[config.mk]
export PLATFORM = sky130hd
export DESIGN_NAME = battery_compensated_throttle_to_pwm
export DESIGN_NICKNAME = d
export VERILOG_FILES = /design/src/rtl/bctp_pkg.sv /design/src/rtl/battery_compensated_throttle_to_pwm.sv
export SDC_FILE = /design/constraint.sdc
export NUM_CORES = 2
export LEC_CHECK = 0
export BUFFER_PORTS_ARGS = -buffer_cell sky130_fd_sc_hd__buf_2
export CAP_MARGIN = 20
export CORE_ASPECT_RATIO = 0.9
export CORE_UTILIZATION = 47
export DETAILED_ROUTE_END_ITERATION = 6
export PLACE_DENSITY = 0.61
export SYNTH_ARGS = -nofsm -noshare
export SYNTH_HDL_FRONTEND = slang
export SYNTH_SLANG_ARGS = --single-unit
[constraint.sdc]
create_clock -name clk -period 14 [get_ports clk]
set_input_delay 2.8 -clock clk [delete_from_list [all_inputs] [get_ports clk]]
set_output_delay 2.8 -clock clk [all_outputs]
set_load 0.01 [all_outputs]
[src/rtl/bctp_pkg.sv]
// Shared types and constants for the battery-compensated throttle to PWM block.
// Holds the port widths, register indexes, microcode field codes and the control ROM.
// No dependencies; every other file imports this package.
package bctp_pkg;

  // Port and field widths.
  localparam int THR_W       = 16;
  localparam int MV_W        = 16;
  localparam int PW_W        = 11;
  localparam int IN_TDATA_W  = 32;
  localparam int IN_TUSER_W  = 1;
  localparam int OUT_TDATA_W = 16;
  localparam int CFG_IDX_W   = 3;

  // Voltage fraction in Q1.16 (0 .. 65536) and its divider.
  localparam int FRAC_W    = 17;
  localparam int DIV_STEPS = 17;
  localparam int CNT_W     = 5;

  // Fixed-point alignment of the quadratic sum.
  localparam int C2_SHIFT  = 30;
  localparam int C1_SHIFT  = 15;
  localparam int ACC_SHIFT = 42;
  localparam int INT_FRAC  = 8;

  localparam int PULSE_MIN     = 1000;
  localparam int PULSE_MAX     = 2000;
  localparam int PULSE_NEUTRAL = 1500;

  // Opcodes carried in tuser.
  localparam logic OP_THROTTLE = 1'b0;
  localparam logic OP_BATTERY  = 1'b1;

  // Configuration register indexes.
  localparam logic [CFG_IDX_W-1:0] REG_DEADZONE = 3'd0;
  localparam logic [CFG_IDX_W-1:0] REG_VLOW     = 3'd1;
  localparam logic [CFG_IDX_W-1:0] REG_VHIGH    = 3'd2;
  localparam logic [CFG_IDX_W-1:0] REG_FWD_LO   = 3'd3;
  localparam logic [CFG_IDX_W-1:0] REG_FWD_HI   = 3'd4;
  localparam logic [CFG_IDX_W-1:0] REG_BWD_LO   = 3'd5;
  localparam logic [CFG_IDX_W-1:0] REG_BWD_HI   = 3'd6;

  // Multiplier operand selection.
  localparam logic [1:0] M_XX = 2'd0;  // x * x
  localparam logic [1:0] M_DT = 2'd1;  // (c_high - c_low) * t
  localparam logic [1:0] M_CX = 2'd2;  // ci * x
  localparam logic [1:0] M_CQ = 2'd3;  // ci * x^2

  // Coefficient index within a packed set.
  localparam logic [1:0] K_C0 = 2'd0;
  localparam logic [1:0] K_C1 = 2'd1;
  localparam logic [1:0] K_C2 = 2'd2;

  // Accumulator operations.
  localparam logic [2:0] A_NONE  = 3'd0;
  localparam logic [2:0] A_LDC2  = 3'd1;
  localparam logic [2:0] A_ADD15 = 3'd2;
  localparam logic [2:0] A_ADDP  = 3'd3;
  localparam logic [2:0] A_BIAS  = 3'd4;

  // Pulse register operations.
  localparam logic [1:0] P_NONE    = 2'd0;
  localparam logic [1:0] P_SAT     = 2'd1;
  localparam logic [1:0] P_NEUTRAL = 2'd2;

  // Divider operations.
  localparam logic [1:0] D_NONE  = 2'd0;
  localparam logic [1:0] D_INIT  = 2'd1;
  localparam logic [1:0] D_STEP  = 2'd2;
  localparam logic [1:0] D_STORE = 2'd3;

  // Jump conditions.
  localparam logic [2:0] C_NEXT   = 3'd0;
  localparam logic [2:0] C_ALWAYS = 3'd1;
  localparam logic [2:0] C_BAT    = 3'd2;
  localparam logic [2:0] C_DEAD   = 3'd3;
  localparam logic [2:0] C_CNT    = 3'd4;

  // Program addresses.
  localparam int STEP_W = 5;
  localparam logic [STEP_W-1:0] ST_IDLE     = 5'd0;
  localparam logic [STEP_W-1:0] ST_DISPATCH = 5'd1;
  localparam logic [STEP_W-1:0] ST_DEADZONE = 5'd2;
  localparam logic [STEP_W-1:0] ST_CI2      = 5'd3;
  localparam logic [STEP_W-1:0] ST_ACC2     = 5'd4;
  localparam logic [STEP_W-1:0] ST_CI1      = 5'd5;
  localparam logic [STEP_W-1:0] ST_MUL1     = 5'd6;
  localparam logic [STEP_W-1:0] ST_ACC1     = 5'd7;
  localparam logic [STEP_W-1:0] ST_CI0      = 5'd8;
  localparam logic [STEP_W-1:0] ST_MUL0     = 5'd9;
  localparam logic [STEP_W-1:0] ST_ACC0     = 5'd10;
  localparam logic [STEP_W-1:0] ST_ROUND    = 5'd11;
  localparam logic [STEP_W-1:0] ST_SAT      = 5'd12;
  localparam logic [STEP_W-1:0] ST_NEUTRAL  = 5'd13;
  localparam logic [STEP_W-1:0] ST_EMIT     = 5'd14;
  localparam logic [STEP_W-1:0] ST_BAT      = 5'd16;
  localparam logic [STEP_W-1:0] ST_DIV      = 5'd17;
  localparam logic [STEP_W-1:0] ST_STORE    = 5'd18;

  typedef struct packed {
    logic [1:0]        mul_sel;
    logic [1:0]        k;
    logic              x2_ld;
    logic              ci_ld;
    logic [2:0]        acc_op;
    logic [1:0]        pw_op;
    logic [1:0]        div_op;
    logic              wait_in;
    logic              wait_out;
    logic [2:0]        cond;
    logic [STEP_W-1:0] target;
  } ctl_word_t;

  // Control program. A word whose condition holds jumps to its target,
  // otherwise the step counter advances by one.
  function automatic ctl_word_t ucode_rom(input logic [STEP_W-1:0] step);
    ctl_word_t w;
    w = '0;
    case (step)
      ST_IDLE: begin
        w.wait_in = 1'b1;
      end
      ST_DISPATCH: begin
        w.mul_sel = M_XX;
        w.cond    = C_BAT;
        w.target  = ST_BAT;
      end
      ST_DEADZONE: begin
        w.x2_ld   = 1'b1;
        w.mul_sel = M_DT;
        w.k       = K_C2;
        w.cond    = C_DEAD;
        w.target  = ST_NEUTRAL;
      end
      ST_CI2: begin
        w.ci_ld = 1'b1;
        w.k     = K_C2;
      end
      ST_ACC2: begin
        w.acc_op  = A_LDC2;
        w.mul_sel = M_DT;
        w.k       = K_C1;
      end
      ST_CI1: begin
        w.ci_ld = 1'b1;
        w.k     = K_C1;
      end
      ST_MUL1: begin
        w.mul_sel = M_CX;
      end
      ST_ACC1: begin
        w.acc_op  = A_ADD15;
        w.mul_sel = M_DT;
        w.k       = K_C0;
      end
      ST_CI0: begin
        w.ci_ld = 1'b1;
        w.k     = K_C0;
      end
      ST_MUL0: begin
        w.mul_sel = M_CQ;
      end
      ST_ACC0: begin
        w.acc_op = A_ADDP;
      end
      ST_ROUND: begin
        w.acc_op = A_BIAS;
      end
      ST_SAT: begin
        w.pw_op  = P_SAT;
        w.cond   = C_ALWAYS;
        w.target = ST_EMIT;
      end
      ST_NEUTRAL: begin
        w.pw_op = P_NEUTRAL;
      end
      ST_EMIT: begin
        w.wait_out = 1'b1;
        w.cond     = C_ALWAYS;
        w.target   = ST_IDLE;
      end
      ST_BAT: begin
        w.div_op = D_INIT;
      end
      ST_DIV: begin
        w.div_op = D_STEP;
        w.cond   = C_CNT;
        w.target = ST_DIV;
      end
      ST_STORE: begin
        w.div_op = D_STORE;
        w.cond   = C_ALWAYS;
        w.target = ST_IDLE;
      end
      default: begin
        w.cond   = C_ALWAYS;
        w.target = ST_IDLE;
      end
    endcase
    return w;
  endfunction

endpackage

[src/rtl/battery_compensated_throttle_to_pwm.sv]
// Top level: throttle to ESC pulse width with battery-voltage coefficient interpolation.
// A microcoded sequencer drives one shared multiplier, an accumulator and a bit-serial divider.
// Depends on bctp_pkg for widths, codes and the control ROM.
//
// Usage:
//   Input words arrive on in_tvalid/in_tready with in_tdata (throttle, battery_mv) and
//   in_tuser (opcode). Opcode 1 updates the stored battery fraction and returns no word;
//   opcode 0 converts a throttle into one pulse-width word on out_tvalid/out_tready.
//   Configuration words are written on cfg_valid/cfg_ready with cfg_index and cfg_data;
//   the user writes them only while the block is idle, which the block does not enforce;
//   cfg_ready is always high and unknown indexes are ignored.
// Sequence:
//   A throttle word runs dispatch, the deadzone test, three interpolations, the curve terms,
//   rounding, saturation and emit before the next word is taken; inside the deadzone it goes
//   straight to the neutral pulse and emit. A battery word runs the divider and stores
//   the fraction before the next word. One shared multiplier serves the square, the three
//   interpolations and two curve terms; the divider retires one quotient bit per cycle.
// Reset and stalls:
//   rst_n clears the sequencer, the output register and the configuration registers to
//   their defaults (upper calibration voltage 65535) and the stored fraction to zero.
//   A finished pulse width sits in a one-word output register. If the receiver stalls,
//   that word holds steady; the next throttle is still accepted and computed, and only
//   its final emit step waits until the output register is free.

module battery_compensated_throttle_to_pwm
  import bctp_pkg::*;
#(
  parameter int COEFF_WIDTH = 16
) (
  input  logic                     clk,
  input  logic                     rst_n,
  input  logic                     in_tvalid,
  output logic                     in_tready,
  input  logic [IN_TDATA_W-1:0]    in_tdata,   // [15:0] throttle, [31:16] battery_mv
  input  logic [IN_TUSER_W-1:0]    in_tuser,   // [0] opcode
  output logic                     out_tvalid,
  input  logic                     out_tready,
  output logic [OUT_TDATA_W-1:0]   out_tdata,  // [10:0] pulse_width, [15:11] zero
  input  logic                     cfg_valid,
  output logic                     cfg_ready,
  input  logic [CFG_IDX_W-1:0]     cfg_index,
  input  logic [3*COEFF_WIDTH-1:0] cfg_data
);

  // Derived widths. Interpolated coefficients carry 12 fractional bits and stay
  // within the range of the two calibration values, so CW + 8 bits hold them.
  localparam int CW    = COEFF_WIDTH;
  localparam int SET_W = 3 * CW;
  localparam int CIW   = CW + INT_FRAC;
  localparam int DT_W  = CW + 18;
  localparam int MB_W  = 32;
  localparam int P_W   = CIW + MB_W;
  localparam int ACC_W = CW + ACC_SHIFT;
  localparam int Q_W   = ACC_W - ACC_SHIFT;
  localparam logic [ACC_W-1:0] RND_BIAS = {{(ACC_W-ACC_SHIFT){1'b0}}, {ACC_SHIFT{1'b1}}};
  localparam logic [DT_W-1:0]  DT_BIAS  = {{(DT_W-INT_FRAC){1'b0}}, {INT_FRAC{1'b1}}};

  // Sequencer.
  logic [STEP_W-1:0] pc_r, pc_nxt;
  ctl_word_t         w;
  logic              jump;
  logic              stall;
  logic              in_acc;
  logic              out_busy;
  logic              out_load;

  // Configuration registers.
  logic [MV_W-1:0]  dz_r, vlo_r, vhi_r;
  logic [SET_W-1:0] fwd_lo_r, fwd_hi_r, bwd_lo_r, bwd_hi_r;

  // Stored battery fraction and the captured input word.
  logic [FRAC_W-1:0]       t_r;
  logic                    op_r;
  logic signed [THR_W-1:0] x_r;
  logic [MV_W-1:0]         bat_r;

  // Datapath registers.
  logic signed [MB_W-1:0]  x2_r;
  logic signed [P_W-1:0]   prod_r;
  logic signed [CIW-1:0]   ci_r;
  logic signed [ACC_W-1:0] acc_r;
  logic [PW_W-1:0]         pw_r;

  // Divider registers.
  logic [FRAC_W-1:0] rem_r, q_r;
  logic [MV_W-1:0]   den_r;
  logic [CNT_W-1:0]  cnt_r;

  // Output register.
  logic            out_valid_r;
  logic [PW_W-1:0] out_pw_r;

  // Combinational datapath signals.
  logic [SET_W-1:0]        lo_set, hi_set;
  logic signed [CW-1:0]    cl, ch;
  logic signed [CW:0]      d;
  logic signed [CIW-1:0]   mul_a;
  logic signed [MB_W-1:0]  mul_b;
  logic signed [MB_W-1:0]  x_ext;
  logic signed [DT_W-1:0]  pdt, pdt_adj, tq, cl_w, ci_wide;
  logic signed [ACC_W-1:0] ci_acc, prod_acc;
  logic signed [Q_W-1:0]   q;
  logic signed [31:0]      q_ext;
  logic [PW_W-1:0]         pw_sat;
  logic [THR_W:0]          ax;
  logic                    dead;
  logic [MV_W-1:0]         v_up, v_clamp;
  logic [FRAC_W-1:0]       den_ext;
  logic                    div_ge;
  logic [FRAC_W-1:0]       div_diff;

  assign w = ucode_rom(pc_r);

  // Handshakes. The block takes a word only at the idle step; the emit step
  // waits while the output register still holds an untaken word.
  assign in_tready  = w.wait_in;
  assign in_acc     = in_tvalid & w.wait_in;
  assign out_busy   = out_valid_r & ~out_tready;
  assign out_load   = w.wait_out & ~out_busy;
  assign stall      = (w.wait_in & ~in_tvalid) | (w.wait_out & out_busy);
  assign out_tvalid = out_valid_r;
  assign out_tdata  = {{(OUT_TDATA_W-PW_W){1'b0}}, out_pw_r};
  assign cfg_ready  = 1'b1;

  // Deadzone test on the magnitude, which needs one extra bit for -32768.
  assign ax   = x_r[THR_W-1] ? ((THR_W+1)'(0) - {x_r[THR_W-1], x_r}) : {1'b0, x_r};
  assign dead = ax < {1'b0, dz_r};

  always_comb begin
    case (w.cond)
      C_NEXT:   jump = 1'b0;
      C_ALWAYS: jump = 1'b1;
      C_BAT:    jump = (op_r == OP_BATTERY);
      C_DEAD:   jump = dead;
      C_CNT:    jump = (cnt_r != '0);
      default:  jump = 1'b0;
    endcase
    if (stall) begin
      pc_nxt = pc_r;
    end else if (jump) begin
      pc_nxt = w.target;
    end else begin
      pc_nxt = pc_r + STEP_W'(1);
    end
  end

  always_ff @(posedge clk) begin
    if (!rst_n) begin
      pc_r <= ST_IDLE;
    end else begin
      pc_r <= pc_nxt;
    end
  end

  // Configuration writes; indexes beyond the register list are dropped.
  always_ff @(posedge clk) begin
    if (!rst_n) begin
      dz_r     <= '0;
      vlo_r    <= '0;
      vhi_r    <= '1;
      fwd_lo_r <= '0;
      fwd_hi_r <= '0;
      bwd_lo_r <= '0;
      bwd_hi_r <= '0;
    end else if (cfg_valid) begin
      case (cfg_index)
        REG_DEADZONE: dz_r     <= cfg_data[MV_W-1:0];
        REG_VLOW:     vlo_r    <= cfg_data[MV_W-1:0];
        REG_VHIGH:    vhi_r    <= cfg_data[MV_W-1:0];
        REG_FWD_LO:   fwd_lo_r <= cfg_data;
        REG_FWD_HI:   fwd_hi_r <= cfg_data;
        REG_BWD_LO:   bwd_lo_r <= cfg_data;
        REG_BWD_HI:   bwd_hi_r <= cfg_data;
        default: ;
      endcase
    end
  end

  // Input capture.
  always_ff @(posedge clk) begin
    if (in_acc) begin
      op_r  <= in_tuser[0];
      x_r   <= in_tdata[THR_W-1:0];
      bat_r <= in_tdata[THR_W+MV_W-1:THR_W];
    end
  end

  // Coefficient selection: the backward set serves negative throttle.
  assign lo_set = x_r[THR_W-1] ? bwd_lo_r : fwd_lo_r;
  assign hi_set = x_r[THR_W-1] ? bwd_hi_r : fwd_hi_r;

  always_comb begin
    case (w.k)
      K_C0: begin
        cl = lo_set[CW-1:0];
        ch = hi_set[CW-1:0];
      end
      K_C1: begin
        cl = lo_set[2*CW-1:CW];
        ch = hi_set[2*CW-1:CW];
      end
      K_C2: begin
        cl = lo_set[3*CW-1:2*CW];
        ch = hi_set[3*CW-1:2*CW];
      end
      default: begin
        cl = lo_set[CW-1:0];
        ch = hi_set[CW-1:0];
      end
    endcase
  end

  assign d     = {ch[CW-1], ch} - {cl[CW-1], cl};
  assign x_ext = {{(MB_W-THR_W){x_r[THR_W-1]}}, x_r};

  // Shared multiplier operands.
  always_comb begin
    case (w.mul_sel)
      M_XX: begin
        mul_a = {{(CIW-THR_W){x_r[THR_W-1]}}, x_r};
        mul_b = x_ext;
      end
      M_DT: begin
        mul_a = {{(CIW-CW-1){d[CW]}}, d};
        mul_b = {{(MB_W-FRAC_W){1'b0}}, t_r};
      end
      M_CX: begin
        mul_a = ci_r;
        mul_b = x_ext;
      end
      M_CQ: begin
        mul_a = ci_r;
        mul_b = x2_r;
      end
      default: begin
        mul_a = {{(CIW-THR_W){x_r[THR_W-1]}}, x_r};
        mul_b = x_ext;
      end
    endcase
  end

  // Interpolation: c_low * 256 plus (c_high - c_low) * t / 256 rounded toward zero.
  assign pdt     = prod_r[DT_W-1:0];
  assign pdt_adj = pdt + (pdt[DT_W-1] ? DT_BIAS : '0);
  assign tq      = pdt_adj >>> INT_FRAC;
  assign cl_w    = {{(DT_W-CW){cl[CW-1]}}, cl};
  assign ci_wide = (cl_w <<< INT_FRAC) + tq;

  // Accumulator operands aligned to 42 fractional bits.
  assign ci_acc   = {{(ACC_W-CIW){ci_r[CIW-1]}}, ci_r};
  assign prod_acc = {{(ACC_W-P_W){prod_r[P_W-1]}}, prod_r};

  // After the rounding bias, an arithmetic shift truncates toward zero.
  assign q     = acc_r[ACC_W-1:ACC_SHIFT];
  assign q_ext = {{(32-Q_W){q[Q_W-1]}}, q};

  always_comb begin
    if (q_ext < PULSE_MIN) begin
      pw_sat = PW_W'(PULSE_MIN);
    end else if (q_ext > PULSE_MAX) begin
      pw_sat = PW_W'(PULSE_MAX);
    end else begin
      pw_sat = q_ext[PW_W-1:0];
    end
  end

  always_ff @(posedge clk) begin
    prod_r <= mul_a * mul_b;
    if (w.x2_ld) begin
      x2_r <= prod_r[MB_W-1:0];
    end
    if (w.ci_ld) begin
      ci_r <= ci_wide[CIW-1:0];
    end
    case (w.acc_op)
      A_LDC2:  acc_r <= ci_acc <<< C2_SHIFT;
      A_ADD15: acc_r <= acc_r + (prod_acc <<< C1_SHIFT);
      A_ADDP:  acc_r <= acc_r + prod_acc;
      A_BIAS:  acc_r <= acc_r + (acc_r[ACC_W-1] ? RND_BIAS : '0);
      default: ;
    endcase
    case (w.pw_op)
      P_SAT:     pw_r <= pw_sat;
      P_NEUTRAL: pw_r <= PW_W'(PULSE_NEUTRAL);
      default: ;
    endcase
  end

  // Battery fraction: clamp to the calibrated range, then restoring division
  // of (v - low) * 2^16 by (high - low), one quotient bit per cycle.
  assign v_up     = (bat_r < vlo_r) ? vlo_r : bat_r;
  assign v_clamp  = (v_up > vhi_r) ? vhi_r : v_up;
  assign den_ext  = {1'b0, den_r};
  assign div_ge   = rem_r >= den_ext;
  assign div_diff = div_ge ? (rem_r - den_ext) : rem_r;

  always_ff @(posedge clk) begin
    case (w.div_op)
      D_INIT: begin
        rem_r <= {1'b0, v_clamp - vlo_r};
        den_r <= vhi_r - vlo_r;
        q_r   <= '0;
        cnt_r <= CNT_W'(DIV_STEPS - 1);
      end
      D_STEP: begin
        rem_r <= {div_diff[FRAC_W-2:0], 1'b0};
        q_r   <= {q_r[FRAC_W-2:0], div_ge};
        cnt_r <= cnt_r - CNT_W'(1);
      end
      default: ;
    endcase
  end

  // The fraction is zero when the calibration voltages are equal or inverted.
  always_ff @(posedge clk) begin
    if (!rst_n) begin
      t_r <= '0;
    end else if (w.div_op == D_STORE) begin
      t_r <= (vhi_r > vlo_r) ? q_r : '0;
    end
  end

  // Output register.
  always_ff @(posedge clk) begin
    if (!rst_n) begin
      out_valid_r <= 1'b0;
    end else if (out_load) begin
      out_valid_r <= 1'b1;
    end else if (out_tready) begin
      out_valid_r <= 1'b0;
    end
  end

  always_ff @(posedge clk) begin
    if (out_load) begin
      out_pw_r <= pw_r;
    end
  end

endmodule

# ---- Yosys cells after proc, flatten, opt, wreduce, memory -nomap -nowiden
# Index checks and enable logic that the tools add are counted.
# W data, S select, Z words.
dict set report op_classes {
  add_sub_neg 12
  n_mul 1
  div 0
  n_lt_le_gt_ge 7
  eq_ne 41
  n_shift 0
  mux 34
  n_bitwise 9
  n_reduce_logical 22
}
# op n
set op_table {}
lappend op_table {{$pmux W58 S4} 1}
lappend op_table {{$mux W48} 2}
lappend op_table {{$pmux W32 S3} 1}
lappend op_table {{$pmux W24 S3} 1}
lappend op_table {{$pmux W17 S2} 2}
lappend op_table {{$pmux W16 S2} 2}
lappend op_table {{$add A58 B42 Y58} 1}
lappend op_table {{$add A58 B56 Y58} 1}
lappend op_table {{$add A58 B58 Y58} 1}
lappend op_table {{$mul A24 B32 Y56} 1}
lappend op_table {{$mux W16} 3}
lappend op_table {{$sub A16 B16 Y16} 3}
lappend op_table {{$mux W42} 1}
lappend op_table {{$pmux W8 S5} 1}
lappend op_table {{$eq A5 B4 Y1 const B} 7}
lappend op_table {{$mux W17} 2}
lappend op_table {{$add A32 B8 Y32} 1}
lappend op_table {{$gt A16 B16 Y1} 2}
lappend op_table {{$add A24 B24 Y24} 1}
lappend op_table {{$mux W11} 2}
lappend op_table {{$pmux W11 S2} 1}
lappend op_table {{$eq A5 B3 Y1 const B} 4}
lappend op_table {{$eq A3 B2 Y1 const B} 6}
lappend op_table {{$ge A17 B16 Y1} 1}
lappend op_table {{other kinds (36)} 78}
dict set report totals {
  ff_bits 543
  latch_bits 0
  mem_bits_rw 0
  romBits 0
  in_bits 89
  mem_count 0
}

# ---- Logic depth before layout (Yosys ltp)
dict set report logic_depth {
  ltp_word 8
  mapped_depth 51
  ltp_nobuf 48
}

# ---- Worst setup path after synthesis
# No wires, ideal clock.
dict set report synth_path {
  path_kind {flip-flop to flip-flop}
  startpoint {register pc_r[0]}
  endpoint {register prod_r[49]}
  setup_ns 0.131
  arrival_time_ns 10.878
  required_time_ns 13.869
  path_slack_ns 2.991
  path_stages_with_launch 50
  n_path_buf 5
  path_cell_list {dfxtp_1 -> inv_1 -> ha_1 -> clkbuf_1 -> nor2_1 -> or3_1 -> ha_1 -> clkbuf_1 -> clkbuf_1 -> clkbuf_1 -> a21o_1 -> ha_1 -> inv_1 -> fa_1 -> nor2_1 -> o21ai_0 -> o22ai_1 -> nor3_1 -> [... 14 more ...] -> fa_1 -> inv_1 -> fa_1 -> inv_1 -> fa_1 -> inv_1 -> ha_1 -> a21o_1 -> a21o_1 -> a21o_1 -> a221o_1 -> a41oi_1 -> o21a_1 -> o211ai_1 -> a21oi_1 -> o21a_1 -> o31ai_1 -> xor2_1}
}
dict set report synth_via {
  elab_chain_len 8
}
# element line
set synth_rtl {}
lappend synth_rtl {{start, declared} battery_compensated_throttle_to_pwm.sv:59} ;# logic [STEP_W-1:0] pc_r, pc_nxt;
lappend synth_rtl {{start signal, assigned} battery_compensated_throttle_to_pwm.sv:151} ;# pc_r <= pc_nxt;
lappend synth_rtl {{$eq A5 B3 Y1 or $eq A5 B2 Y1 (tied branches)} bctp_pkg.sv:119} ;# case (step)
lappend synth_rtl {{$reduce_or A2 Y1 (no source line)} -}
lappend synth_rtl {{$pmux W2 S2} bctp_pkg.sv:119}
lappend synth_rtl {{$eq A2 B2 Y1 or $eq A2 B1 Y1 (tied branches)} battery_compensated_throttle_to_pwm.sv:193} ;# case (w.k)
lappend synth_rtl {{$pmux W16 S2} battery_compensated_throttle_to_pwm.sv:193}
lappend synth_rtl {{$sub A16 B16 Y17} battery_compensated_throttle_to_pwm.sv:213} ;# assign d = {ch[CW-1], ch} - {cl[CW-1], cl};
lappend synth_rtl {{$pmux W24 S3} battery_compensated_throttle_to_pwm.sv:218} ;# case (w.mul_sel)
lappend synth_rtl {{$mul A24 B32 Y56 (*)} battery_compensated_throttle_to_pwm.sv:268} ;# prod_r <= mul_a * mul_b;
lappend synth_rtl {{end signal, assigned} battery_compensated_throttle_to_pwm.sv:268}
lappend synth_rtl {{end, declared} battery_compensated_throttle_to_pwm.sv:79} ;# logic signed [P_W-1:0] prod_r;
# Every way passes the cells marked *; elsewhere a longest branch is shown, timed or not.
# A chain may end at the register's enable or synchronous reset.

# ---- Worst setup path after layout
dict set report layout_path {
  startpoint {register pc_r[2]}
  endpoint {register prod_r[54]}
}
# The elaborated chain is that of the path after synthesis.

==> impl_results.md <==
* CP max-delay cell: ha_2
* Antenna violations before repair at 6
* Post-Route WL at 202000 um
* Ys async rst share at 0%
* Post-CTS Hold Buffers at 0
* Number of CTS-inserted buffers at 59
* Adder-Cell Fraction of Synth Area at 34.3%
* Post-route ant nets at 0
* #FFs+latches synth at 543
* Initial DRC Count at 4749
* Sequential area share after synthesis at 21.2%
* Routed len/inst at 23.2 um
* Final hold slack at 423 ps
* Post-Synth XOR/XNOR Area at 4.27%
* Max stage delay on crit path at 820 ps
* GP Congestion at 0.994
* Place WS at 1020 ps
* Setup_tns at 0 ps
* Placed Cells at 8609
* Filler instances at 12400
* Worst Tran Pin Value at 1160 ps
* R2r setup slk at 780 ps
* Die H at 346 um
* Endpoints failing setup at 0
* P&R area growth vs syn at 6.86%
* Largest net degree at the start of global routing at 126
* Final hold viol count at 0
* Share of layout cells above drive strength 1 at 6.53%
* Antenna diodes at 0
* Post-Layout Cell Count at 8722
* H-tree Lvls at 2
* Post-synthesis mux area share at 2.50%
* Tmin final at 13220 ps
* Final Cycle Share at 94.4%
* Dpl hpwl at 157000 um
* RSZ-0062 raised after global routing: false
* Post_cts resized at 0
* I/O Pins at 108
* CP endpoint kind: flip-flop
* CTS tree: done
* Worst setup margin at 779 ps
* EDFF count, synth at 224
* Top-count cell post-synth: nand2_1
* CTS Buffer Depth at 3
* Main combinational cell family by area after synthesis: adder cells
* Row cnt at 126
* Total iterations of the first detailed-routing run at 6
* Total GRT Usage at 30.7%
* CTS Sinks at 543
* Area contributors post-synth: fa_1, edfxtp_1, dfxtp_1, ha_1, nand2_1
* Sequential cell area at 13100 sq um
* Via count at 50200
* CP startpoint kind: flip-flop
* Max-cap viol count at 0
* Post-Syn Area at 62000 sq um
* Relative slew margins at 22.0%
* Core area at 131000 sq um
* Max Transition Viols Final at 0
* Cell mode on critical path: fa_1
* Post-synth top area share at 25.6%
* Setup bufs post-CTS at 0
* CP required at 14540 ps
* Fmax at 75.6 MHz
* First-pass GRT wire length at 311000 um
* Via density per instance at 5.76
* Outcome: finished, final reports clean
* Synth Area in Compound Gates at 15.1%
* IO Port Bufs at 101
* Post-synthesis simple-gate area fraction at 14.8%
* Clk_skew at 31.4 ps
* Die W at 385 um
* Syn Area/Cell at 8.85 sq um
* Critical path class: reg2reg
* Initial Utilization at 47.3%
* NumNets Final at 8258
* Netlist cell types at 99
* HP Class: reg2reg
* CP arrival at 13760 ps
* Synth warn at 0
* Full die area at 133000 sq um
* DRC errors left at 0
* Top FF cell, synth: dfxtp_1
* Root buf cell: clkbuf_16
* Insertion delay to the later sink of the worst-skew pair at 670 ps
* Vias in the first global route at 50300
* Critical path peak fanout at 41
* Yosys top cell by area: fa_1
* Multi-input gate area at 44200 sq um
* Clock transition at the registers of the reported paths at 60 ps
* Congestion Overflow GR at 0
* Syn Inst Count at 6999
* Post-synth top cells: nand2_1, inv_1, fa_1
registers in the layout, summed over array words and instances (netlist names), 5 cells and up:
| signal | cells |
|---|---|
| acc_r | 58 |
| bat_r | 16 |
| bwd_hi_r | 48 |
| bwd_lo_r | 48 |
| ci_r | 24 |
| cnt_r | 5 |
| den_r | 16 |
| dz_r | 16 |
| fwd_hi_r | 48 |
| fwd_lo_r | 48 |
| out_pw_r | 11 |
| pc_r | 5 |
| prod_r | 56 |
| pw_r | 11 |
| q_r | 17 |
| rem_r | 17 |
| t_r | 17 |
| vhi_r | 16 |
| vlo_r | 16 |
| x2_r | 32 |
| x_r | 16 |
routing by layer:
metal  up-vias  track usage, %  part of all wire (%)  wire length [um]
met5         -               0                 0.020                40
met4         6            8.15                   2.9              5850
met3       305            5.30                   8.5             17200
met2      2009            45.7                    43             86500
met1     25000            45.6                    46             92700
li1      22900               -                     -                 -
logic make-up after synthesis:
family | after synthesis
simple gates | 2131
compound gates | 1393
xor+xnor | 302
buf+inv | 1261
mux | 142
fa+ha+maj | 1225
flops | 543
other cells | 2
worst paths after layout:
path | start | to | cells after the start
worst max-delay path | pc_r[2] | prod_r[54] | 40
worst max register to register | pc_r[2] | prod_r[54] | 40
worst min register to register | pw_r[3] | out_pw_r[3] | 0
worst min-delay path | pw_r[3] | out_pw_r[3] | 0
per-stage QoR:
stage	util (%)	cell area, sq um
6_report	50.5	66200
5_1_grt	50.5	66200
4_1_cts	50.5	66200
3_5_place_dp	49.0	64200
3_3_place_gp	49.0	64200
2_1_floorplan	-	62000
placed cells by master, fill, tap and decap left out, types with 23 or more instances in the layout:
cell type	n
o22ai_1	27
a211oi_1	30
ha_1	432
nand2_1	1187
a21o_1	159
or3_1	23
clkbuf_16	62
edfxtp_1	224
dfxtp_1	319
and3_1	31
mux2i_1	45
o21bai_1	36
nand4_1	47
buf_4	97
and2_1	72
xor2_1	99
mux2_2	96
nand3_1	76
a21oi_1	357
buf_2	100
xnor2_1	203
a221oi_1	43
a21boi_0	236
o21a_1	41
o21ai_0	179
nor2b_1	57
nor2_1	430
inv_1	942
nor3_1	67
o211ai_1	47
nand2b_1	57
fa_1	791
a22o_1	23
layout make-up:
class	count	area share, %
multi-input combinational	5199	66.7
sequential	543	19.8
inverter	943	5.35
tap	1728	3.26
clock buffer	85	2.64
timing repair buffer	199	1.89
clock inverter	25	0.370
critical path: cells and delay by family (launching register included):
kind / cells / cell delay (ps)
flops: 1 / 810
compound gates: 12 / 2660
simple gates: 11 / 3100
xor+xnor: 1 / 140
buf+inv: 5 / 1010
fa+ha+maj: 11 / 5260
Power is not shown: default switching activity piles up to over one toggle a cycle in this logic, so the estimate is an artifact.
